## config.mk

```make
export PLATFORM = sky130hd
export DESIGN_NAME = double_ended_queue_top
export DESIGN_NICKNAME = d
export VERILOG_FILES = /design/src/sv/deq_pkg.sv /design/src/sv/deq_cell.sv /design/src/sv/double_ended_queue_top.sv
export SDC_FILE = /design/constraint.sdc
export NUM_CORES = 2
export LEC_CHECK = 0
export ABC_AREA = 1
export BUFFER_PORTS_ARGS = -buffer_cell sky130_fd_sc_hd__buf_2
export CAP_MARGIN = 40
export CORE_MARGIN = 10
export CORE_UTILIZATION = 50
export CTS_BUF_LIST = sky130_fd_sc_hd__clkbuf_16
export DETAILED_ROUTE_END_ITERATION = 8
export PLACE_DENSITY = 0.65
export SKIP_CTS_REPAIR_TIMING = 1
export SLEW_MARGIN = 40
export SYNTH_ARGS = -nofsm -noshare
export SYNTH_HDL_FRONTEND = slang
export SYNTH_SLANG_ARGS = --single-unit
```

## constraint.sdc

```tcl
create_clock -name clk -period 4.1 [get_ports clk]
set_clock_uncertainty 0.2 [all_clocks]
set_input_delay 0.41 -clock clk [delete_from_list [all_inputs] [get_ports clk]]
set_output_delay 0.41 -clock clk [all_outputs]
set_load 0.01 [all_outputs]
```

## src/sv/deq_pkg.sv

```systemverilog
// ----------------------------------------------------------------------------
// deq_pkg
// Shared types and constants for the double-ended queue.
// ----------------------------------------------------------------------------
`default_nettype none

package deq_pkg;

	// request codes carried in the input item's tuser
	localparam logic [2:0] REQ_PUSH_REAR  = 3'd0;
	localparam logic [2:0] REQ_PUSH_FRONT = 3'd1;
	localparam logic [2:0] REQ_POP_REAR   = 3'd2;
	localparam logic [2:0] REQ_POP_FRONT  = 3'd3;
	localparam logic [2:0] REQ_CLEAR      = 3'd4;

	// status codes reported with each result
	localparam logic [1:0] STAT_OK         = 2'd0;
	localparam logic [1:0] STAT_POP_EMPTY  = 2'd1;
	localparam logic [1:0] STAT_PUSH_FULL  = 2'd2;

	// value reported for front and rear of an empty queue
	localparam logic signed [31:0] INT_MIN = {1'b1, 31'b0};

	// per-cycle command broadcast to every cell of the chain
	typedef struct packed {
		logic push_rear;
		logic push_front;
		logic pop_rear;
		logic pop_front;
		logic clear;
	} deq_ctl_t;

endpackage

`default_nettype wire

```

## src/sv/deq_cell.sv

```systemverilog
// ----------------------------------------------------------------------------
// deq_cell
// One entry of the queue chain: a data word and an occupancy bit, shifted
// toward either neighbor or loaded in place as the command requires.
// ----------------------------------------------------------------------------
`default_nettype none

module deq_cell
	import deq_pkg::*;
(
	input  wire                     clk,
	input  wire                     arst_n,
	input  wire deq_ctl_t           ctl,
	input  wire logic signed [31:0] push_value,
	input  wire logic signed [31:0] left_data,
	input  wire                     left_valid,
	input  wire logic signed [31:0] right_data,
	input  wire                     right_valid,
	output logic signed [31:0]      data_q,
	output logic                    valid_q,
	output logic signed [31:0]      nxt_data,
	output logic                    nxt_valid
);

	// next contents of this entry
	always_comb begin
		nxt_data  = data_q;
		nxt_valid = valid_q;
		if (ctl.clear) begin
			nxt_valid = 1'b0;
		end else if (ctl.push_front) begin
			nxt_data  = left_data;
			nxt_valid = valid_q | left_valid;
		end else if (ctl.push_rear) begin
			// the first free entry takes the new value
			if (!valid_q && left_valid) begin
				nxt_data = push_value;
			end
			nxt_valid = valid_q | left_valid;
		end else if (ctl.pop_front) begin
			nxt_data  = right_data;
			nxt_valid = valid_q & right_valid;
		end else if (ctl.pop_rear) begin
			nxt_valid = valid_q & right_valid;
		end
	end

	// occupancy bit
	always_ff @(posedge clk or negedge arst_n) begin
		if (!arst_n) begin
			valid_q <= 1'b0;
		end else begin
			valid_q <= nxt_valid;
		end
	end

	// data word
	always_ff @(posedge clk) begin
		data_q <= nxt_data;
	end

endmodule

`default_nettype wire

```

## src/sv/double_ended_queue_top.sv

```systemverilog
// ----------------------------------------------------------------------------
// double_ended_queue_top
// Double-ended queue of signed 32-bit values in a chain of DEPTH cells.
// ----------------------------------------------------------------------------
// Each request item (push rear, push front, pop rear, pop front, clear) gives
// one result item holding front, rear, entry count, empty flag and status.
// One item is accepted per cycle and its result appears in the output
// register on the next cycle; a new item is taken while that result waits as
// long as the result is being taken in the same cycle. The front entry always
// sits in cell 0 and the chain shifts one cell per push front or pop front;
// the cycle time is set by the chain update feeding the rear select, which
// spans all DEPTH cells. No clearing pass is needed after reset.
`default_nettype none

module double_ended_queue_top
	import deq_pkg::*;
#(
	parameter int unsigned DEPTH = 16
) (
	input  wire         clk,
	input  wire         arst_n,
	input  wire         s_tvalid,
	output logic        s_tready,
	input  wire  [31:0] s_tdata,  // push_value[31:0]
	input  wire  [2:0]  s_tuser,  // req_type[2:0]
	output logic        m_tvalid,
	input  wire         m_tready,
	output logic [71:0] m_tdata   // front_value[31:0], rear_value[63:32],
	                              // entry_count[68:64], is_empty[69], status[71:70]
);

	localparam int unsigned CW   = $clog2(DEPTH + 1);
	localparam int unsigned EXTW = CW + 5;

	logic                     accept;
	logic [2:0]               req_type;
	logic signed [31:0]       push_value;
	logic                     full;
	logic                     empty;
	deq_ctl_t                 ctl;
	logic [1:0]               status;
	logic [CW-1:0]            count_q;
	logic [CW-1:0]            count_nxt;
	logic [EXTW-1:0]          count_ext;

	logic signed [31:0]       cell_data     [DEPTH];
	logic signed [31:0]       cell_nxt_data [DEPTH];
	logic [DEPTH-1:0]         cell_valid;
	logic [DEPTH-1:0]         cell_nxt_valid;
	logic [DEPTH-1:0]         rear_sel;

	logic signed [31:0]       front_nxt;
	logic signed [31:0]       rear_nxt;
	logic                     empty_nxt;

	assign accept     = s_tvalid & s_tready;
	assign s_tready   = ~m_tvalid | m_tready;
	assign req_type   = s_tuser;
	assign push_value = s_tdata;
	assign full       = cell_valid[DEPTH-1];
	assign empty      = ~cell_valid[0];

	// request decode and status
	always_comb begin
		ctl    = '0;
		status = STAT_OK;
		if (accept) begin
			unique case (req_type)
				REQ_PUSH_REAR: begin
					if (full) status = STAT_PUSH_FULL;
					else      ctl.push_rear = 1'b1;
				end
				REQ_PUSH_FRONT: begin
					if (full) status = STAT_PUSH_FULL;
					else      ctl.push_front = 1'b1;
				end
				REQ_POP_REAR: begin
					if (empty) status = STAT_POP_EMPTY;
					else       ctl.pop_rear = 1'b1;
				end
				REQ_POP_FRONT: begin
					if (empty) status = STAT_POP_EMPTY;
					else       ctl.pop_front = 1'b1;
				end
				REQ_CLEAR: begin
					ctl.clear = 1'b1;
				end
				default: begin
				end
			endcase
		end
	end

	// entry count
	always_comb begin
		count_nxt = count_q;
		if (ctl.clear) begin
			count_nxt = '0;
		end else if (ctl.push_rear || ctl.push_front) begin
			count_nxt = count_q + CW'(1);
		end else if (ctl.pop_rear || ctl.pop_front) begin
			count_nxt = count_q - CW'(1);
		end
	end

	always_ff @(posedge clk or negedge arst_n) begin
		if (!arst_n) begin
			count_q <= '0;
		end else begin
			count_q <= count_nxt;
		end
	end

	// chain of cells, front at cell 0
	for (genvar i = 0; i < DEPTH; i++) begin : g_cell
		logic signed [31:0] left_data;
		logic               left_valid;
		logic signed [31:0] right_data;
		logic               right_valid;

		if (i == 0) begin : g_first
			assign left_data  = push_value;
			assign left_valid = 1'b1;
		end else begin : g_inner_l
			assign left_data  = cell_data[i-1];
			assign left_valid = cell_valid[i-1];
		end

		if (i == DEPTH - 1) begin : g_last
			assign right_data  = cell_data[i];
			assign right_valid = 1'b0;
			assign rear_sel[i] = cell_nxt_valid[i];
		end else begin : g_inner_r
			assign right_data  = cell_data[i+1];
			assign right_valid = cell_valid[i+1];
			assign rear_sel[i] = cell_nxt_valid[i] & ~cell_nxt_valid[i+1];
		end

		deq_cell u_cell (
			.clk         (clk),
			.arst_n      (arst_n),
			.ctl         (ctl),
			.push_value  (push_value),
			.left_data   (left_data),
			.left_valid  (left_valid),
			.right_data  (right_data),
			.right_valid (right_valid),
			.data_q      (cell_data[i]),
			.valid_q     (cell_valid[i]),
			.nxt_data    (cell_nxt_data[i]),
			.nxt_valid   (cell_nxt_valid[i])
		);
	end

	// front and rear after the request
	always_comb begin
		empty_nxt = ~cell_nxt_valid[0];
		rear_nxt  = '0;
		for (int i = 0; i < DEPTH; i++) begin
			rear_nxt = rear_nxt | (cell_nxt_data[i] & {32{rear_sel[i]}});
		end
		front_nxt = cell_nxt_data[0];
		if (empty_nxt) begin
			front_nxt = INT_MIN;
			rear_nxt  = INT_MIN;
		end
	end

	assign count_ext = EXTW'(count_nxt);

	// output register
	always_ff @(posedge clk or negedge arst_n) begin
		if (!arst_n) begin
			m_tvalid <= 1'b0;
		end else if (s_tready) begin
			m_tvalid <= s_tvalid;
		end
	end

	always_ff @(posedge clk) begin
		if (accept) begin
			m_tdata <= {status, empty_nxt, count_ext[4:0], rear_nxt, front_nxt};
		end
	end

endmodule

`default_nettype wire

```

==> results by group <==
Power and ir drop
  – P_leak: 22.1 nW
  – Net Sw Frac: 0.491
  – PwrDens: 829 nW/um^2
  – Logic pwr share: 0.511
  – Sw Pwr: 17.7 mW
  – VDD IR max: 0.593 mV
  – Sequential power share: 0.321
  – Clock power share: 0.168
  – Total power: 36.0 mW
  – Cell internal pwr: 18.3 mW

Synth
  – Sequential-to-total area share from yosys stat: 0.329
  – Adder-cell share of the synthesized area: 0.000635
  – EDFF count, synth: 72
  – Post-synthesis compound-gate area fraction: 0.182
  – Most used DFF post-synth: dfxtp_1
  – Simple-gate share of the synthesized area: 0.390
  – Syn avg cell area: 5.73 sq um
  – Post-Synthesis Cells: 6877
  – Yosys warnings: 0
  – Post-synth cell types: 34
  – Multiplexer area fraction after synthesis: 0
  – Post-synthesis xor/xnor area fraction: 0.000222
  – Fraction of registers with async set/reset: 0.0363
  – Synth Net Count: 6918
  – Largest family of logic cells by synthesized area: simple AND/OR/NAND/NOR gates
  – Synthesized flop and latch total: 606
  – Mapped cell area: 39400 sq um

Critical path
  – CP required: 4.38 ns
  – Cell depth of the worst flop-to-flop path: 12
  – Crit path DAT: 3.93 ns
  – R2R Path End: m_tdata[48]
  – Reg2reg setup slack: 0.45 ns
  – Critical path launch point type: flip-flop
  – Worst reg2reg path startpoint: g_cell[15].u_cell.valid_q
  – Worst setup EP type: flip-flop
  – Max FO, Critical Path: 76
  – Crit path kind: reg2reg

Detailed routing
  – First drt pass iteration count: 6
  – DRT Wirelength: 161 mm
  – Iter 0 DRT Violations: 5366
  – WL/cell: 20.7 um
  – Routed via count: 45100
  – Via density: 5.77
  – Routed Antenna Nets: 0
  – # DRC: 0

Place
  – PortBufs: 112
  – Placed Cells incl. Taps: 7674
  – Routability Congestion: 0.918
  – DP HPWL: 101 mm

Global routing
  – Remaining Overflow, GRT: 0
  – First-pass GRT wire length: 245 mm
  – Largest net degree at the start of global routing: 188
  – Number of global-route vias before repair: 40800
  – Initial antenna violation count: 5
  – GRT Total Usage: 0.343

Floorplanning
  – IO Pins: 113
  – Core ar.: 77800 sq um
  – Initial core utilization: 0.506
  – Width of the die: 301 um
  – Die height: 301 um
  – Std-Cell Rows: 102
  – Die ar.: 90500 sq um

Finish
  – Nets: 6756
  – Final non-filler cell total: 7813
  – Share of layout cells above drive strength 1: 0.0592
  – Area Growth Syn to Fin: 10.2%
  – Fillers: 8018
  – Area occupied by multi-input gates: 22800 sq um
  – Register Area: 13000 sq um

Timing
  – Fin. Hold Viols: 2
  – Setup TNS: 0 ns
  – Worst Hold Slack: -0.0304 ns
  – Minimum clock period: 3.65 ns
  – Final worst-path cycle share: 0.889
  – F_max: 274 MHz
  – Slew HR: 0.334
  – Slew at the pin closest to its max-slew limit: 0.999 ns
  – Max Slew Vio Count: 0
  – RSZ-0062 raised after global routing: false
  – Final setup violation count: 0

Flow run
  – Max-Cap Viols: 0

Hold path
  – Hold path endpoint: g_cell[0].u_cell.data_q[21]
  – Hold Crit Class: in2reg
  – Hold-critical path depth: 3
  – Hold path startpoint: s_tdata[21]

Clocking
  – CTS root buffer: clkbuf_16
  – Clk sinks: 606
  – CTS tree: built
  – Clk Latency, worst-skew pair: 0.64 ns
  – Worst-path clk slew: 0.06 ns
  – CTS Buf Count: 72
  – CTS Buffer Depth: 3
  – Htree depth: 3

Status
  – Failing checks: hold timing
  – Outcome: complete, but fails checks
[final cells by class]
type | count | share of cell area
flip-flops and latches | 606 | 0.298
well taps | 1040 | 0.0299
clock inverters | 54 | 0.00521
repair buffers | 273 | 0.0569
diodes | 2 | 0.000115
clock buffers | 76 | 0.0438
multi-input cells | 5284 | 0.524
inverters | 478 | 0.0415
[cells in the mapped netlist, types with 3 or more instances]
library cell	number	area, sq um
dfxtp_1	512	10200
buf_2	155	776
o211ai_1	45	338
nor2_2	7	43.8
buf_1	40	150
o21ai_0	893	4470
a21boi_0	6	45.0
a22oi_1	19	143
nand4_1	7	43.8
inv_2	5	18.8
and3_1	5	31.3
nand2_2	3	18.8
a21oi_1	355	1780
o21ai_1	63	315
edfxtp_1	72	2160
nor2_1	608	2280
dfrtp_1	22	551
inv_1	473	1780
nand2_1	2717	10200
clkbuf_1	313	1170
nand3_1	530	2650
nor3_1	6	30.0
o21bai_1	6	45.0
[routing by layer]
layer,global-route usage,vias up,routed length (um)
li1,-,21600,-
met1,0.440,20400,64000
met2,0.527,2499,68800
met3,0.0618,501,17400
met4,0.214,6,11200
met5,0,-,23
[critical path: stages (launching register included)]
cell and delay (ns):
dfrtp_1 0.41, nor3_1 0.23, nand2_2 0.31, nor2_4 0.47, inv_8 0.31, buf_12 0.28, o21ai_1 0.53, nand2_1 0.22
nand2_1 0.11, nor2_1 0.04, nand2_1 0.07, nor2_1 0.14, nor2_1 0.11
[power groups by stage]
stage / clock network [mW] / logic (mW) / registers, mW
2_1_floorplan: 0 / 11.9 / 11.0
3_3_place_gp: 0 / 17.5 / 11.6
3_5_place_dp: 0 / 17.9 / 11.6
4_1_cts: 6.10 / 18.0 / 11.5
5_1_grt: 6.34 / 20.5 / 11.9
6_report: 6.06 / 18.4 / 11.6
[kinds of logic after synthesis]
kind of cell / count (synthesis)
buf+inv: 987
fa+ha+maj: 2
flops: 606
compound gates: 1391
xor+xnor: 1
simple gates: 3890
[worst max-delay path by stage]
stage	start	endpoint	slack, ns	depth (start not counted)
6_report	g_cell[15].u_cell.valid_q	m_tdata[48]	0.45	12
5_1_grt	g_cell[15].u_cell.valid_q	m_tdata[38]	0.34	13
3_5_place_dp	s_tuser[1]	m_tdata[48]	0.35	13
4_1_cts	g_cell[15].u_cell.valid_q	m_tdata[48]	0.48	12
2_1_floorplan	m_tvalid	m_tdata[38]	0.08	12
3_3_place_gp	s_tuser[1]	m_tdata[48]	0.39	13
[layout by cell type, fill, tap and decap left out, types with 4 or more instances in the layout]
cell type and instances:
o211ai_1 45, buf_2 111, nand2_2 13, buf_12 46, nor3_1 6, and3_1 5
dfrtp_1 22, a21oi_1 354, nand2_1 2700, o21ai_1 62, nand4_1 7, clkinv_1 17
buf_16 4, dlygate4sd3_1 6, clkinv_2 5, a22oi_1 19, nand3_1 530, buf_8 4
buf_4 102, o21bai_1 6, a21boi_0 6, dfxtp_1 512, clkbuf_16 76, inv_1 503
nand2_4 7, o21ai_0 893, nor2_4 20, inv_2 4, edfxtp_1 72, nor2_1 595
[flip-flops by register name (all words and copies together) (netlist names)]
signal                 flops
m_tvalid                   1
m_tdata                   72
count_q                    5
g_cell.u_cell.valid_q     16
g_cell.u_cell.data_q     512
[through the flow]
| step | cell area [sq um] | worst slack (ns) | util |
|---|---|---|---|
| 6_report | 43500 | 0.454 | 0.558 |
| 4_1_cts | 43400 | 0.476 | 0.557 |
| 3_5_place_dp | 41200 | 0.355 | 0.530 |
| 3_3_place_gp | 41100 | 0.394 | 0.528 |
| 2_1_floorplan | 39400 | 0.0753 | - |
| 5_1_grt | 43500 | 0.336 | 0.558 |
No activity file was read; power rests on OpenSTA's default activity.
